===== src/design/assert_macros.svh =====
// ---------------------------------------------------------------------------
// assert_macros.svh
// concurrent assertion helpers, empty when SYNTH is defined
// ---------------------------------------------------------------------------
`ifndef ASSERT_MACROS_SVH
`define ASSERT_MACROS_SVH

`ifndef SYNTH

`define ASSERT_AT(lbl, clk, rstn, prop) \
  lbl: assert property (@(posedge clk) disable iff (!(rstn)) (prop)) \
    else $error("assertion failed");

`define ASSERT_NEVER(lbl, clk, rstn, cond) \
  lbl: assert property (@(posedge clk) disable iff (!(rstn)) !(cond)) \
    else $error("forbidden condition seen");

`else

`define ASSERT_AT(lbl, clk, rstn, prop)

`define ASSERT_NEVER(lbl, clk, rstn, cond)

`endif

`endif


===== src/design/u8d_pkg.sv =====
// ---------------------------------------------------------------------------
// u8d_pkg
// shared types and constants of the utf-8 stream decoder
// ---------------------------------------------------------------------------
package u8d_pkg;

  localparam int unsigned ByteW  = 8;
  localparam int unsigned CpW    = 21;
  localparam int unsigned LenW   = 3;
  localparam int unsigned SixW   = 6;

  localparam int unsigned QueueDepth = 2;
  localparam int unsigned QueuePtrW  = 1;
  localparam int unsigned QueueCntW  = 2;

  localparam logic [LenW-1:0] LenOne   = 3'd1;
  localparam logic [LenW-1:0] LenTwo   = 3'd2;
  localparam logic [LenW-1:0] LenThree = 3'd3;
  localparam logic [LenW-1:0] LenFour  = 3'd4;

  localparam logic [1:0] LeftNone  = 2'd0;
  localparam logic [1:0] LeftOne   = 2'd1;
  localparam logic [1:0] LeftTwo   = 2'd2;
  localparam logic [1:0] LeftThree = 2'd3;

  localparam logic [1:0] ContMarker = 2'b10;

  typedef enum logic [1:0] {
    OP_LEAD,
    OP_CONT,
    OP_SINGLE
  } op_kind_e;

  // one classified byte on its way to the back end
  typedef struct packed {
    op_kind_e             kind;
    logic [ByteW-1:0]     data;
    logic [LenW-1:0]      len;
    logic                 flag;  // stray lead or bad marker
    logic                 last;
  } op_t;

  typedef struct packed {
    logic valid;
    op_t  op;
  } q_push_t;

  typedef struct packed {
    logic valid;
    op_t  op;
  } q_head_t;

endpackage


===== src/design/u8d_stream_if.sv =====
// ---------------------------------------------------------------------------
// u8d_stream_if
// byte input channel and code point output channel
// ---------------------------------------------------------------------------
interface u8d_byte_if
  import u8d_pkg::*;
();
  logic             valid;
  logic             ready;
  logic [ByteW-1:0] byte_in;

  modport source (output valid, output byte_in, input ready);
  modport sink   (input valid, input byte_in, output ready);
endinterface

interface u8d_cp_if
  import u8d_pkg::*;
();
  logic            valid;
  logic            ready;
  logic [CpW-1:0]  code_point;
  logic [LenW-1:0] char_length;
  logic            stray_lead;
  logic            bad_continuation;

  modport source (output valid, output code_point, output char_length,
                  output stray_lead, output bad_continuation, input ready);
  modport sink   (input valid, input code_point, input char_length,
                  input stray_lead, input bad_continuation, output ready);
endinterface


===== src/design/u8d_front.sv =====
// ---------------------------------------------------------------------------
// u8d_front
// accepts bytes, tracks expected follow bytes and classifies each item
// ---------------------------------------------------------------------------
module u8d_front
  import u8d_pkg::*;
(
  input  logic       clk_i,
  input  logic       rst_ni,
  u8d_byte_if.sink   byte_i,
  input  logic       q_full_i,
  output q_push_t    q_push_o
);

  logic [1:0]       left_q, left_d;
  logic [ByteW-1:0] b;
  logic             accept;
  op_t              op;

  assign b            = byte_i.byte_in;
  assign byte_i.ready = !q_full_i;
  assign accept       = byte_i.valid && !q_full_i;

  always_comb begin
    left_d  = left_q;
    op.kind = OP_SINGLE;
    op.data = b;
    op.len  = LenOne;
    op.flag = 1'b0;
    op.last = 1'b0;
    if (left_q == LeftNone) begin
      priority if (b[7:5] == 3'b110) begin
        op.kind = OP_LEAD;
        op.data = {3'b000, b[4:0]};
        op.len  = LenTwo;
        left_d  = LeftOne;
      end else if (b[7:4] == 4'b1110) begin
        op.kind = OP_LEAD;
        op.data = {4'b0000, b[3:0]};
        op.len  = LenThree;
        left_d  = LeftTwo;
      end else if (b[7:3] == 5'b11110) begin
        op.kind = OP_LEAD;
        op.data = {5'b00000, b[2:0]};
        op.len  = LenFour;
        left_d  = LeftThree;
      end else begin
        op.kind = OP_SINGLE;
        op.flag = (b[7:6] == ContMarker);
      end
    end else begin
      op.kind = OP_CONT;
      op.data = {2'b00, b[SixW-1:0]};
      op.flag = (b[7:6] != ContMarker);
      op.last = (left_q == LeftOne);
      left_d  = left_q - LeftOne;
    end
  end

  assign q_push_o.valid = accept;
  assign q_push_o.op    = op;

  always_ff @(posedge clk_i or negedge rst_ni) begin
    if (!rst_ni) begin
      left_q <= LeftNone;
    end else if (accept) begin
      left_q <= left_d;
    end
  end

endmodule


===== src/design/u8d_queue.sv =====
// ---------------------------------------------------------------------------
// u8d_queue
// two-entry queue between the front and back ends
// ---------------------------------------------------------------------------
module u8d_queue
  import u8d_pkg::*;
(
  input  logic    clk_i,
  input  logic    rst_ni,
  input  q_push_t push_i,
  output logic    full_o,
  output q_head_t head_o,
  input  logic    pop_i
);

  op_t                  mem_q [QueueDepth];
  logic [QueuePtrW-1:0] wr_ptr_q, rd_ptr_q;
  logic [QueueCntW-1:0] cnt_q;
  logic                 do_push, do_pop;

  assign full_o       = (cnt_q == QueueCntW'(QueueDepth));
  assign head_o.valid = (cnt_q != '0);
  assign head_o.op    = mem_q[rd_ptr_q];
  assign do_push      = push_i.valid && !full_o;
  assign do_pop       = pop_i && head_o.valid;

  always_ff @(posedge clk_i) begin
    if (do_push) begin
      mem_q[wr_ptr_q] <= push_i.op;
    end
  end

  always_ff @(posedge clk_i or negedge rst_ni) begin
    if (!rst_ni) begin
      wr_ptr_q <= '0;
      rd_ptr_q <= '0;
      cnt_q    <= '0;
    end else begin
      if (do_push) begin
        wr_ptr_q <= wr_ptr_q + 1'b1;
      end
      if (do_pop) begin
        rd_ptr_q <= rd_ptr_q + 1'b1;
      end
      unique case ({do_push, do_pop})
        2'b10:   cnt_q <= cnt_q + 1'b1;
        2'b01:   cnt_q <= cnt_q - 1'b1;
        default: cnt_q <= cnt_q;
      endcase
    end
  end

endmodule


===== src/design/u8d_back.sv =====
// ---------------------------------------------------------------------------
// u8d_back
// accumulates payload bits and holds the result register
// ---------------------------------------------------------------------------
module u8d_back
  import u8d_pkg::*;
(
  input  logic     clk_i,
  input  logic     rst_ni,
  input  q_head_t  head_i,
  output logic     pop_o,
  u8d_cp_if.source cp_o
);

  logic [CpW-1:0]  acc_q, acc_d, acc_shift;
  logic [LenW-1:0] len_q, len_d;
  logic            bad_q, bad_d, bad_next;
  logic            emit;
  logic            out_free;

  logic            out_valid_q;
  logic [CpW-1:0]  out_cp_q, out_cp_d;
  logic [LenW-1:0] out_len_q, out_len_d;
  logic            out_stray_q, out_stray_d;
  logic            out_bad_q, out_bad_d;

  assign acc_shift = {acc_q[CpW-SixW-1:0], head_i.op.data[SixW-1:0]};
  assign bad_next  = bad_q | head_i.op.flag;
  assign emit      = (head_i.op.kind == OP_SINGLE)
                  || (head_i.op.kind == OP_CONT && head_i.op.last);
  assign out_free  = !out_valid_q || cp_o.ready;
  assign pop_o     = head_i.valid && (!emit || out_free);

  always_comb begin
    acc_d       = acc_q;
    len_d       = len_q;
    bad_d       = bad_q;
    out_cp_d    = {{(CpW-ByteW){1'b0}}, head_i.op.data};
    out_len_d   = LenOne;
    out_stray_d = 1'b0;
    out_bad_d   = 1'b0;
    unique case (head_i.op.kind)
      OP_LEAD: begin
        acc_d = {{(CpW-ByteW){1'b0}}, head_i.op.data};
        len_d = head_i.op.len;
        bad_d = 1'b0;
      end
      OP_CONT: begin
        out_cp_d  = acc_shift;
        out_len_d = len_q;
        out_bad_d = bad_next;
        if (head_i.op.last) begin
          acc_d = '0;
          len_d = LenOne;
          bad_d = 1'b0;
        end else begin
          acc_d = acc_shift;
          bad_d = bad_next;
        end
      end
      OP_SINGLE: begin
        out_stray_d = head_i.op.flag;
      end
      default: begin
        acc_d = acc_q;
      end
    endcase
  end

  always_ff @(posedge clk_i or negedge rst_ni) begin
    if (!rst_ni) begin
      acc_q       <= '0;
      len_q       <= LenOne;
      bad_q       <= 1'b0;
      out_valid_q <= 1'b0;
    end else begin
      if (pop_o) begin
        acc_q <= acc_d;
        len_q <= len_d;
        bad_q <= bad_d;
      end
      if (pop_o && emit) begin
        out_valid_q <= 1'b1;
      end else if (cp_o.ready) begin
        out_valid_q <= 1'b0;
      end
    end
  end

  always_ff @(posedge clk_i) begin
    if (pop_o && emit) begin
      out_cp_q    <= out_cp_d;
      out_len_q   <= out_len_d;
      out_stray_q <= out_stray_d;
      out_bad_q   <= out_bad_d;
    end
  end

  assign cp_o.valid            = out_valid_q;
  assign cp_o.code_point       = out_cp_q;
  assign cp_o.char_length      = out_len_q;
  assign cp_o.stray_lead       = out_stray_q;
  assign cp_o.bad_continuation = out_bad_q;

endmodule


===== src/design/utf8_stream_decoder.sv =====
// ---------------------------------------------------------------------------
// utf8_stream_decoder
// utf-8 byte stream to code point decoder
// ---------------------------------------------------------------------------
// Takes one byte per item and sustains one item per clock cycle; the only
// thing that slows the input is back-pressure on the code point channel once
// the two-entry queue between front and back end and the result register are
// full. A result is offered once the last byte of its character has been accepted
// into the queue and then moved from the queue into the result register. Lead
// bytes 110xxxxx, 1110xxxx and 11110xxx open 2-, 3- and 4-byte characters; every
// other lead byte is passed through unsigned with length 1, and a 10xxxxxx lead
// sets stray_lead. Following bytes always contribute their low six bits; a wrong
// marker sets bad_continuation for that character.
// ---------------------------------------------------------------------------
`include "assert_macros.svh"

module utf8_stream_decoder
  import u8d_pkg::*;
(
  input  logic     clk_i,
  input  logic     rst_ni,
  u8d_byte_if.sink byte_i,
  u8d_cp_if.source cp_o
);

  q_push_t q_push;
  q_head_t q_head;
  logic    q_full;
  logic    q_pop;
  logic    cp_single;
  logic    cp_narrow;

  u8d_front u_front (
    .clk_i    (clk_i),
    .rst_ni   (rst_ni),
    .byte_i   (byte_i),
    .q_full_i (q_full),
    .q_push_o (q_push)
  );

  u8d_queue u_queue (
    .clk_i  (clk_i),
    .rst_ni (rst_ni),
    .push_i (q_push),
    .full_o (q_full),
    .head_o (q_head),
    .pop_i  (q_pop)
  );

  u8d_back u_back (
    .clk_i  (clk_i),
    .rst_ni (rst_ni),
    .head_i (q_head),
    .pop_o  (q_pop),
    .cp_o   (cp_o)
  );

  assign cp_single = cp_o.valid && (cp_o.char_length == LenOne);
  assign cp_narrow = (cp_o.code_point[CpW-1:ByteW] == '0);

  `ASSERT_NEVER(a_push_full, clk_i, rst_ni, q_push.valid && q_full)
  `ASSERT_NEVER(a_pop_empty, clk_i, rst_ni, q_pop && !q_head.valid)
  `ASSERT_NEVER(a_stray_multi, clk_i, rst_ni, cp_o.valid && cp_o.stray_lead && !cp_single)
  `ASSERT_AT(a_single_narrow, clk_i, rst_ni, cp_single |-> (cp_narrow && !cp_o.bad_continuation))

endmodule


===== src/flat_wrapper.sv =====
// flat-port wrapper written by rule: the top's interface ports become plain ports
module utf8_stream_decoder_flat import u8d_pkg::*;
  (clk_i, rst_ni, byte_i_valid, byte_i_byte_in, byte_i_ready, cp_o_valid, cp_o_code_point, cp_o_char_length, cp_o_stray_lead, cp_o_bad_continuation, cp_o_ready);
  u8d_byte_if byte_i_i ();
  u8d_cp_if cp_o_i ();
  input  logic clk_i;
  input  logic rst_ni;
  input wire logic [$bits(byte_i_i.valid)-1:0] byte_i_valid;
  input wire logic [$bits(byte_i_i.byte_in)-1:0] byte_i_byte_in;
  output wire logic [$bits(byte_i_i.ready)-1:0] byte_i_ready;
  output wire logic [$bits(cp_o_i.valid)-1:0] cp_o_valid;
  output wire logic [$bits(cp_o_i.code_point)-1:0] cp_o_code_point;
  output wire logic [$bits(cp_o_i.char_length)-1:0] cp_o_char_length;
  output wire logic [$bits(cp_o_i.stray_lead)-1:0] cp_o_stray_lead;
  output wire logic [$bits(cp_o_i.bad_continuation)-1:0] cp_o_bad_continuation;
  input wire logic [$bits(cp_o_i.ready)-1:0] cp_o_ready;
  assign byte_i_i.valid = byte_i_valid;
  assign byte_i_i.byte_in = byte_i_byte_in;
  assign byte_i_ready = byte_i_i.ready;
  assign cp_o_valid = cp_o_i.valid;
  assign cp_o_code_point = cp_o_i.code_point;
  assign cp_o_char_length = cp_o_i.char_length;
  assign cp_o_stray_lead = cp_o_i.stray_lead;
  assign cp_o_bad_continuation = cp_o_i.bad_continuation;
  assign cp_o_i.ready = cp_o_ready;
  utf8_stream_decoder u_core (.clk_i(clk_i), .rst_ni(rst_ni), .byte_i(byte_i_i), .cp_o(cp_o_i));
endmodule

===== config.mk =====
export PLATFORM = sky130hd
export DESIGN_NAME = utf8_stream_decoder_flat
export DESIGN_NICKNAME = d
export VERILOG_FILES = /design/src/design/u8d_pkg.sv /design/src/design/u8d_stream_if.sv /design/src/design/u8d_front.sv /design/src/design/u8d_queue.sv /design/src/design/u8d_back.sv /design/src/design/utf8_stream_decoder.sv /design/src/flat_wrapper.sv
export VERILOG_INCLUDE_DIRS = /design/src /design/src/design
export SDC_FILE = /design/constraint.sdc
export NUM_CORES = 1
export LEC_CHECK = 0
export BUFFER_PORTS_ARGS = -buffer_cell sky130_fd_sc_hd__buf_2
export CAP_MARGIN = 20
export CORE_MARGIN = 8
export CORE_UTILIZATION = 29
export CTS_CLUSTER_DIAMETER = 120
export CTS_CLUSTER_SIZE = 10
export DETAILED_ROUTE_END_ITERATION = 10
export GPL_TIMING_DRIVEN = 1
export HOLD_SLACK_MARGIN = 0.06
export PLACE_DENSITY = 0.47
export SYNTH_ARGS = -nofsm -noshare
export SYNTH_HDL_FRONTEND = slang
export SYNTH_SLANG_ARGS = --single-unit

===== constraint.sdc =====
create_clock -name clk_i -period 3.2 [get_ports clk_i]
set_input_delay 0.16 -clock clk_i [delete_from_list [all_inputs] [get_ports clk_i]]
set_output_delay 0.16 -clock clk_i [all_outputs]
set_load 0.05 [all_outputs]

==> results.json, run 1 <==
{
  "grtUsageTotal_pct": 9.016,
  "grt_max_degree": 27,
  "ys.flop_type": "edfxtp_1",
  "synth_edf_count": 56,
  "syn_inst": 245,
  "cap_violations": 0,
  "pin_count": 40,
  "ir_worst_vdd_mv": 0.4659,
  "fin_util_pct": 34.75,
  "ys_warn_count": 0,
  "synth_area_per_cell_um2": 14.30,
  "powerDensity_nw_per_um2": 1168,
  "grt_pass1_vias": 2151,
  "worst_pin_slew_ns": 0.7174,
  "p_leak_nw": 1.593,
  "antenna_cells": 0,
  "htree_levels": 3,
  "fp.dieH_um": 125.9,
  "ys_top_cells_by_area": "edfxtp_1 48%, dfrtp_1 18%, mux2_2 4.5%, mux2i_1 4.3%, nand2_1 2.0%",
  "synthTopCellsByCount": "56 x edfxtp_1, 25 x dfrtp_1, 19 x nand2_1",
  "status": "complete, no violations",
  "hpwl_mm": 4.854,
  "clockBufferDepth": 2,
  "initial_core_util_pct": 29.42,
  "yosysTopAreaCell": "edfxtp_1",
  "finalHoldViolations": 0,
  "area_growth_pct": 18.10,
  "setup_viol": 0,
  "drc": 0,
  "viasPerCell": 4.537,
  "slew_viol_final": 0,
  "slew_headroom_pct": 52.18,
  "dpl_cell_area_um2": 3826,
  "seq_area_um2": 2333,
  "period_needed_ns": 2.312,
  "clk_pin_slew_worst_paths_ns": 0.06,
  "p_total_mw": 4.835,
  "critPathArrivalTime_ns": 2.52,
  "ys_types": 48,
  "cts_root_buf": "clkbuf_16",
  "synth_nets": 258,
  "multi_input_area_um2": 1039,
  "worstPathRequired_ns": 3.41,
  "portBuffers": 39,
  "gr-total-overflow": 0,
  "drive_gt1_share_pct": 28.19,
  "crit_type": "register to register",
  "synth_most_common_cell": "edfxtp_1",
  "synth-async-reset-ratio_pct": 31.71,
  "dp_cells": 425,
  "critPathMaxFanout": 18,
  "fp-row-count": 40,
  "hp-class": "input port to register",
  "wl_mm": 6.844,
  "whs_ns": 0.1097,
  "fin_skew_ns": 0.004214,
  "core_area_um2": 11910,
  "setup_ws_ns": 0.8879,
  "synth_top_area_share_pct": 47.98,
  "startpoint_type": "register",
  "clock_sinks": 82,
  "numCtsBuffers": 9,
  "gp_congestion": 0.7188,
  "die_x_um": 125.9,
  "fmax_mhz": 432.5,
  "first_pass_iters": 5,
  "fin_nets": 306,
  "rsz0062_at_grt": "no",
  "cts_tree": "yes",
  "finalSetupTns_ns": 0,
  "wire_per_inst_um": 15.38,
  "vias": 2019,
  "num-fill-cells": 1198,
  "ys_seq_area_share_pct": 66.58,
  "fin_cells": 445,
  "grt_pass1_wl_mm": 11.31,
  "final_area_um2": 4139,
  "antenna_found_initial": 0,
  "post-place-ws_ns": 0.8753,
  "critPathCaptureType": "register",
  "ant_nets": 0,
  "post-route-period-util_pct": 72.25,
  "die_area_um2": 15860,
  "syn_area_um2": 3505,
  "drt_iter0_drc": 94,
  "ys_ff_latch": 82,
  "clock_latency_ns": 0.33
}
==> kinds of logic after synthesis <==
logic type / count (synthesis) / synth area share [%]
xor gates and xnor gates: 5 / 1.249
adders and majority gates: 1 / 0.3570
AOI/OAI and AO/OA: 44 / 9.319
DFF: 82 / 66.58
buffers and inverters: 23 / 3.855
and+or+nand+nor: 58 / 8.354
muxes: 32 / 10.28
==> worst max-delay path, cell delays in order, from the launching register on <==
cell	delay [ns]
dfrtp_1	0.59
buf_4	0.33
o21ai_1	0.23
a21oi_4	0.60
mux2_2	0.42
==> what timing repair did <==
| action | CTS | global route |
|---|---|---|
| hold buffers | 4 | 0 |
| hold endpoints to repair | 31 | 0 |
| setup buffers | 0 | 0 |
| resized for setup | 0 | 0 |
==> power breakdown <==
part	switching [mW]	internal (mW)
clock	0.389	0.542
sequential	0.214	1.68
combinational	1.38	0.633
total	1.98	2.85
==> layer usage <==
| metal | vias up | share of wire [%] | track usage (%) |
|---|---|---|---|
| li1 | 991 | - | - |
| met1 | 969 | 48 | 11.19 |
| met2 | 48 | 46 | 14.29 |
| met3 | 11 | 5.0 | 3.207 |
| met4 | 0 | 1.1 | 2.972 |
| met5 | - | 0 | 0 |
==> layout by cell type (no fill, tap or decap), drive strengths merged, types with 9 or more instances in the layout <==
master,n
a21oi,15
and2,9
buf,42
clkbuf,11
dfrtp,25
edfxtp,56
inv,14
mux2,16
mux2i,16
nand2,20
nor2,10
==> state kept, by name (all words and copies together) (netlist names) <==
register	cells
u_core.u_back.acc_q	15
u_core.u_back.bad_q	1
u_core.u_back.cp_o.bad_continuation	1
u_core.u_back.cp_o.char_length	3
u_core.u_back.cp_o.code_point	21
u_core.u_back.cp_o.stray_lead	1
u_core.u_back.cp_o.valid	1
u_core.u_back.len_q	3
u_core.u_front.left_q	2
u_core.u_queue.cnt_q	2
u_core.u_queue.mem_q	30
u_core.u_queue.rd_ptr_q	1
u_core.u_queue.wr_ptr_q	1
==> cell type report <==
| cell class | count | share of cell area (%) |
|---|---|---|
| flip-flops and latches | 82 | 56.38 |
| multi-input cells | 140 | 25.09 |
| repair buffers | 46 | 6.227 |
| clock buffers | 11 | 5.865 |
| well taps | 147 | 4.444 |
| inverters | 14 | 1.270 |
| clock inverters | 5 | 0.7255 |
==> worst paths after layout <==
kind / start / to / slack [ns] / cells after the start
hold / removal: byte_i_valid / u_core.u_front.left_q[1]$_DFFE_PN0P_ / 0.11 / 3
hold reg to reg: u_core.u_queue.wr_ptr_q$_DFFE_PN0P_ / u_core.u_queue.wr_ptr_q$_DFFE_PN0P_ / 0.49 / 1
min in group asynchronous: rst_ni / u_core.u_front.left_q[0]$_DFFE_PN0P_ / 0.38 / 2
setup reg to reg: u_core.u_queue.rd_ptr_q$_DFFE_PN0N_ / u_core.u_back.acc_q[4]$_DFFE_PN0P_ / 0.89 / 4
max in group asynchronous: rst_ni / u_core.u_back.acc_q[6]$_DFFE_PN0P_ / 2.39 / 2
setup / recovery: u_core.u_queue.rd_ptr_q$_DFFE_PN0N_ / u_core.u_back.acc_q[4]$_DFFE_PN0P_ / 0.89 / 4
(Power assumes the default switching activity.)
==> run 2, diff against run 1 <==
PLACE_DENSITY = 0.49   (was 0.47)
clock period = 1.9 ns   (was 3.2 ns; I/O delays follow)
==> results.json, run 2 (same netlist as run 1, synthesis figures left out) <==
{
  "area_growth_pct": 22.99,
  "powerDensity_nw_per_um2": 1974,
  "clock_latency_ns": 0.33,
  "portBuffers": 39,
  "drive_gt1_share_pct": 31.09,
  "die_x_um": 125.9,
  "ant_nets": 0,
  "hp-class": "input port to register",
  "clockBufferDepth": 2,
  "core_area_um2": 11910,
  "ir_worst_vdd_mv": 0.4592,
  "crit_slowest_cell": "edfxtp_1",
  "grt_pass1_wl_mm": 11.09,
  "die_area_um2": 15860,
  "p_total_mw": 8.511,
  "status": "complete, no violations",
  "clk_pin_slew_worst_paths_ns": 0.06,
  "vias": 2060,
  "fmax_mhz": 558.0,
  "slew_headroom_pct": 57.02,
  "final_area_um2": 4310,
  "wl_mm": 6.693,
  "first_pass_iters": 4,
  "grt_max_degree": 27,
  "htree_levels": 3,
  "drt_iter0_drc": 107,
  "cts_hold_buf": 6,
  "cap_violations": 0,
  "viasPerCell": 4.488,
  "rsz0062_at_grt": "no",
  "worstPathRequired_ns": 1.93,
  "worst_pin_slew_ns": 0.6448,
  "finalHoldViolations": 0,
  "cts_root_buf": "clkbuf_16",
  "wire_per_inst_um": 14.58,
  "clock_power_share_pct": 19.8,
  "pin_count": 40,
  "cts_tree": "yes",
  "period_needed_ns": 1.792,
  "final_common_cell": "edfxtp_1",
  "fp-row-count": 40,
  "p_comb_share_pct": 43.2,
  "slew_viol_final": 0,
  "max_stage_delay_ns": 0.45,
  "crit_type": "register to register",
  "grtUsageTotal_pct": 8.916,
  "p_sw_share_pct": 39.83,
  "numCtsBuffers": 9,
  "dpl_cell_area_um2": 3963,
  "gp_congestion": 0.7496,
  "p_leak_nw": 1.676,
  "antenna_cells": 0,
  "p_int_mw": 5.121,
  "seqPwrFrac_pct": 37.0,
  "drc": 0,
  "critPathCaptureType": "register",
  "p_switching_mw": 3.390,
  "top_register": "u_core.u_queue.mem_q",
  "postCtsResizedCells": 0,
  "gr-total-overflow": 0,
  "largest_reg_flops": 30,
  "final_cell_mix": "56 x edfxtp_1, 39 x buf_2, 25 x dfrtp_1, 19 x nand2_1, 15 x mux2i_1",
  "fin_nets": 320,
  "grt_pass1_vias": 2080,
  "hpwl_mm": 4.914,
  "fp.dieH_um": 125.9,
  "setup_viol": 0,
  "post_cts_buffers": 0,
  "antenna_found_initial": 0,
  "critPathArrivalTime_ns": 1.83,
  "post-route-period-util_pct": 94.33,
  "critPathMaxFanout": 26,
  "initial_core_util_pct": 29.42,
  "clock_sinks": 82,
  "startpoint_type": "register",
  "crit_chain": "and2_1 -> o21ai_2 -> or3b_4 -> nor2_4 -> buf_12",
  "fin_skew_ns": 0.008109
}
run 2: through the flow:
step | instances | utilization (%) | hold slack [ns] | setup WS (ns) | TNS [ns]
after floorplan | 245 | - | -0.2006 | -0.1274 | -3.312
after global placement | 437 | 33.27 | 0.1496 | 0.1336 | 0
after detailed placement | 437 | 33.27 | 0.1550 | 0.1053 | 0
after CTS | 459 | 36.19 | 0.09185 | 0.1112 | 0
after global routing | 459 | 36.19 | 0.09489 | 0.001652 | 0
final | 459 | 36.19 | 0.09868 | 0.1078 | 0
run 2: final timing paths:
path                            cells after the start                                              end                                  start  slack (ns)
worst max-delay path                                5  u_core.u_back.cp_o.code_point[18]$_SDFFCE_PN0P_  u_core.u_queue.mem_q[1][13]$_DFFE_PP_        0.11
worst min-delay path                                2             u_core.u_front.left_q[0]$_DFFE_PN0P_                      byte_i_byte_in[4]         0.1
worst max register to register                      5  u_core.u_back.cp_o.code_point[18]$_SDFFCE_PN0P_  u_core.u_queue.mem_q[1][13]$_DFFE_PP_        0.11
worst min register to register                      2               u_core.u_back.len_q[1]$_DFFE_PN0P_     u_core.u_back.len_q[1]$_DFFE_PN0P_        0.50
max in group asynchronous                           2              u_core.u_back.acc_q[12]$_DFFE_PN0P_                                 rst_ni        1.14
min in group asynchronous                           2             u_core.u_back.cp_o.valid$_DFFE_PN0P_                                 rst_ni        0.34
run 2: critical path: cells and delay by family (launching register included):
kind / cells / cell delay [ns]
flip-flops: 1 / 0.45
AND/OR/NAND/NOR: 3 / 0.71
buffers and inverters: 1 / 0.18
AO/OA/AOI/OAI: 1 / 0.15
run 2: metal layers:
metal / vias up / GRT usage, % / share of wire (%) / wire, µm
met5: - / 0 / 0 / 0
met4: 0 / 4.883 / 1.8 / 120
met3: 10 / 2.616 / 5.0 / 332
met2: 50 / 13.72 / 46 / 3060
met1: 982 / 11.03 / 47 / 3179
li1: 1018 / - / - / -
run 2: power by group through the flow:
stage / clock network (mW) / registers, mW / logic [mW]
floorplan: 0 / 4.08 / 1.93
global placement: 0 / 3.17 / 3.70
detailed placement: 0 / 3.19 / 3.72
CTS: 1.74 / 3.16 / 3.74
global route: 1.80 / 3.23 / 3.97
finish: 1.68 / 3.15 / 3.68
run 2: final cells by class:
type | instances | area [µm²]
multi-input cells | 140 | 1060
clock inverters | 5 | 55.05
inverters | 14 | 52.55
repair buffers | 60 | 392.9
flip-flops and latches | 82 | 2333
fillers | 1154 | 7601
well taps | 147 | 183.9
clock buffers | 11 | 232.7
